## config.mk

```make
export PLATFORM = sky130hd
export DESIGN_NAME = sata_ram
export DESIGN_NICKNAME = d
export VERILOG_FILES = /design/src/sv/sata_ram.sv
export SDC_FILE = /design/constraint.sdc
export NUM_CORES = 1
export LEC_CHECK = 0
export ABC_AREA = 1
export BUFFER_PORTS_ARGS = -buffer_cell sky130_fd_sc_hd__buf_2
export CAP_MARGIN = 20
export CORE_MARGIN = 8
export CORE_UTILIZATION = 40
export CTS_CLUSTER_SIZE = 12
export DETAILED_ROUTE_END_ITERATION = 12
export GPL_TIMING_DRIVEN = 1
export PLACE_DENSITY = 0.63
export SLEW_MARGIN = 20
export SYNTH_ARGS = -nofsm -noshare
export SYNTH_HDL_FRONTEND = slang
export SYNTH_SLANG_ARGS = --single-unit
```

## constraint.sdc

```tcl
create_clock -name clk_i -period 1.45 [get_ports clk_i]
set_input_delay 0.145 -clock clk_i [delete_from_list [all_inputs] [get_ports clk_i]]
set_output_delay 0.145 -clock clk_i [all_outputs]
set_load 0.02 [all_outputs]
```

## src/sv/sata_ram.sv

```systemverilog
// Generic single-port-write, single-port-read RAM with registered read data.
`timescale 1ns / 1ps
module sata_ram #(
  parameter int WIDTH = 8,
  parameter int DEPTH = 16
) (
  input  logic                     clk_i,
  input  logic                     we_i,
  input  logic [$clog2(DEPTH)-1:0] waddr_i,
  input  logic [WIDTH-1:0]         wdata_i,
  input  logic                     re_i,
  input  logic [$clog2(DEPTH)-1:0] raddr_i,
  output logic [WIDTH-1:0]         rdata_o
);

  logic [WIDTH-1:0] mem_q [DEPTH];
  logic [WIDTH-1:0] rdata_q;

  always_ff @(posedge clk_i) begin
    if (we_i) begin
      mem_q[waddr_i] <= wdata_i;
    end
    if (re_i) begin
      rdata_q <= mem_q[raddr_i];
    end
  end

  assign rdata_o = rdata_q;

endmodule

```

After elaboration in Yosys (flattened, before gate mapping)

Memories as Yosys holds them, arrays and structs flattened. A register that Yosys moved wholly into a read port is not among the register bits.
Cells that the tools add are included.

Register bits after elaboration: 0
RAM bits: 128
Logic and storage cells: 3
Memories kept: 1
Bits of input ports: 19

Memories:

| name  | words | width | rd ports | clocked after memory_dff | write ports | line | text |
|---|---|---|---|---|---|---|---|
| mem_q | 16    | 8     | 1        | 1                        | 1           | 16   | `logic [WIDTH-1:0] mem_q [DEPTH];` |

Mux-type cells: 2

Operators by type and width:

| cell              | count |
|---|---|
| two-way mux 1 bit | 2 |

Depth between registers and ports, before layout

Depth in word-level cells: 2
Mapped depth: 8
Depth with buffers taken out: 7

Worst setup path after synthesis

Ideal clock, no wire load.

Path type: in2reg
From: input port waddr_i[2]
To: memory mem_q[10][0] (enable)
Required time: 1.080 ns
Setup time: 0.370 ns
Path slack: 0.354 ns
Buffers on the path: 0
Stages on the path: 2
Arrival: 0.726 ns
Cell sequence: nand3b_1 nor2_1

RTL lines:

| item        | line | text |
|---|---|---|
| from (decl) | 9    | `input logic [$clog2(DEPTH)-1:0] waddr_i,` |
| to (decl)   | 16   |  |

Straight into the memory's write port.

==> impl_results.md <==
- Status: complete, no violations
- Most frequent cells in the layout: nand2_1 (173), edfxtp_1 (136), inv_1 (100)
- TNS Setup: 0 ns
- Antenna-violating nets left: 0
- Slew margin rel.: 0.580
- TritonCTS clock tree: built
- Antenna cells: 0
- Die height: around 140 um
- Number of global-route vias before repair: between 3000 and 4000
- CP Launch Type: register
- Grt met3 use: 0.0363
- Nets: 614
- Critical path required time: 1.61 ns
- Bufs on Longest Clock Path: 2
- CP dominant cell by count: nand3_1
- Commonest non-fill, non-tap cell in the layout: nand2_1
- Drt initial violations: 378
- Unique masters post-synth: 11
- Met2 Resource Use GR: 0.223
- Synth Register Bits: 136
- IO Port Bufs: 26
- Synth Cell Area: 5850 um2
- Crit path DAT: 1.34 ns
- Final period util: 0.813
- Die area: 18700 um2
- Ports: 27
- Clock skew: 0.00348 ns
- Share of the yosys chip area belonging to registers: 0.698
- FMAX: about 850 MHz
- Largest net degree at the start of global routing: 65
- WL per Instance: 16.7 um
- Minimum clock period: 1.18 ns
- GRT overflow: 0
- Initial antenna violation count: 0
- # clock sinks: 136
- H-tree Lvls: 4
- Synth Instances: 551
- Vias: slightly below 4000
- R2r worst-path depth: 6
- Initial Utilization: 0.405
- Hold_sp: re_i
- Post-Route WL: between 10000 and 15000 um
- PwrDens: 1370 nW/um2
- RR Startpoint: mem_q[11][5]
- CP max FO: 1
- Residual DRC: 0
- Critical-path top delay cell: edfxtp_1
- Final Hold Vio Count: 0
- Register area: ~4000 um2
- Layout cells sized above 1: 0.132
- Max_cap viols: 0
- RePlAce Congestion: around 0.82
- Die W: around 140 um
- Syn Nets: 570
- Hold EP: rdata_o[2]
- Worst-path clk slew: 0.05 ns
- Layout area overhead: 17.1%
- HP Class: in2reg
- RSZ-0062 raised after global routing: false
- Clk_lat worst skew: 0.41 ns
- Peak supply drop: between 0.8 and 0.9 mV
- CTS root buffer: clkbuf_16
- Core area: 14400 um2
- Vias per Instance: 4.90
- Multi-input logic area: 1210 um2
- DRT Pass-1 Iters: 5
- Busiest layer in global routing: met2
- Slowest stage delay, CP: 0.37 ns
- Number of gates resized after cts: 0
- Hpwl dp: between 8000 and 9000 um
- TritonCTS buffer count: 17
- Final setup vio count: 0
- Hold Path Depth: 1
- Worst Setup End Kind: register
- Crit Path Category: reg2reg
- Worst Max-Slew Pin Slew: between 0.6 and 0.7 ns
- Max-slew violations: 0
- R2r setup slk: 0.27 ns
- Met1 usage: 0.203
- First-pass GRT wire length: 20600 um
- Yosys warns: 0
- Final hold slack: slightly above 0.09 ns
- PnR Total Power: between 9 and 10 mW
- Row count: 44
- Filler instances: 1316
- Critical-path cell list: inv_1 > nand2_1 > nand3_1 > nand3_1 > nand3_1 > nand2_1
- Global Route Usage Sum: 0.150
- Lkg Pwr: 2.95 nW
- Avg Cell Area, Syn: between 10 and 15 um2
- Hold_buf cts: 0
- # Post-CTS Setup Buffers: 0
- FF-to-FF End: rdata_o[5]
==> final cells by class <==
cell class,instances,area share
multi-input combinational,289,0.177
clock inverter,14,0.0267
tap,184,0.0336
inverter,102,0.0559
sequential,136,0.596
clock buffer,17,0.0621
timing repair buffer,49,0.0479
==> cells in the mapped netlist <==
library cell	instances	area (um2)
buf_6	6	67.6
nand2_1	173	649
buf_2	13	65.1
nand3b_1	2	15.0
inv_1	100	375
buf_4	4	30.0
buf_1	1	3.75
inv_2	2	7.51
nor2_1	17	63.8
nand3_1	97	485
edfxtp_1	136	4080
==> registers in the layout (all words and copies together), names as in the netlist <==
name,cells
mem_q,128
rdata_o,8
==> stage by stage <==
step / area [um2] / setup slack, ns / cells / util
detailed placement: 6240 / 0.0349 / 760 / 0.433
CTS: 6850 / 0.258 / 791 / 0.475
floorplan: 5850 / 0.354 / 551 / -
global placement: 6240 / 0.0614 / 760 / 0.433
finish: 6850 / 0.271 / 791 / 0.475
global route: 6850 / 0.159 / 791 / 0.475
==> how the worst max path moves through the flow <==
stage,start,endpoint,slack (ns)
after detailed placement,raddr_i[1],rdata_o[3],0.03
final,mem_q[11][5],rdata_o[5],0.27
after global routing,mem_q[15][3],rdata_o[3],0.16
after CTS,mem_q[11][5],rdata_o[5],0.26
after floorplan,waddr_i[2],mem_q[10][0],0.35
after global placement,raddr_i[1],rdata_o[3],0.06
==> logic make-up (layout without fill, tap and decap cells) <==
group         after synthesis  after routing  synth area share
flops                     136            136             0.698
simple gates              289            289             0.208
buf+inv                   126            182            0.0939
==> power breakdown <==
group | total (mW) | switching, mW | leakage [nW] | internal, mW
Combinational | 0.554 | 0.393 | 1.42 | 0.160
Sequential | 4.45 | 0.0226 | 1.24 | 4.43
Clock | 4.39 | 1.55 | 0.290 | 2.84
Total | 9.40 | 1.97 | 2.95 | 7.43
==> worst max-delay path: cells and delay by family, from the launching register on <==
kind                   cells  cell delay, ns
buffers and inverters      1            0.08
DFF                        1            0.37
and+or+nand+nor            5            0.47
==> routing by layer <==
| metal | vias up | wire length [um] | part of all wire |
|---|---|---|---|
| met2 | 142 | 6000 | 0.45 |
| met4 | 0 | 277 | 0.021 |
| met3 | 23 | 848 | 0.064 |
| li1 | 1870 | - | - |
| met5 | - | 0 | 0 |
| met1 | 1841 | 6120 | 0.46 |
Note: power is estimated with default switching activity, not from simulation.
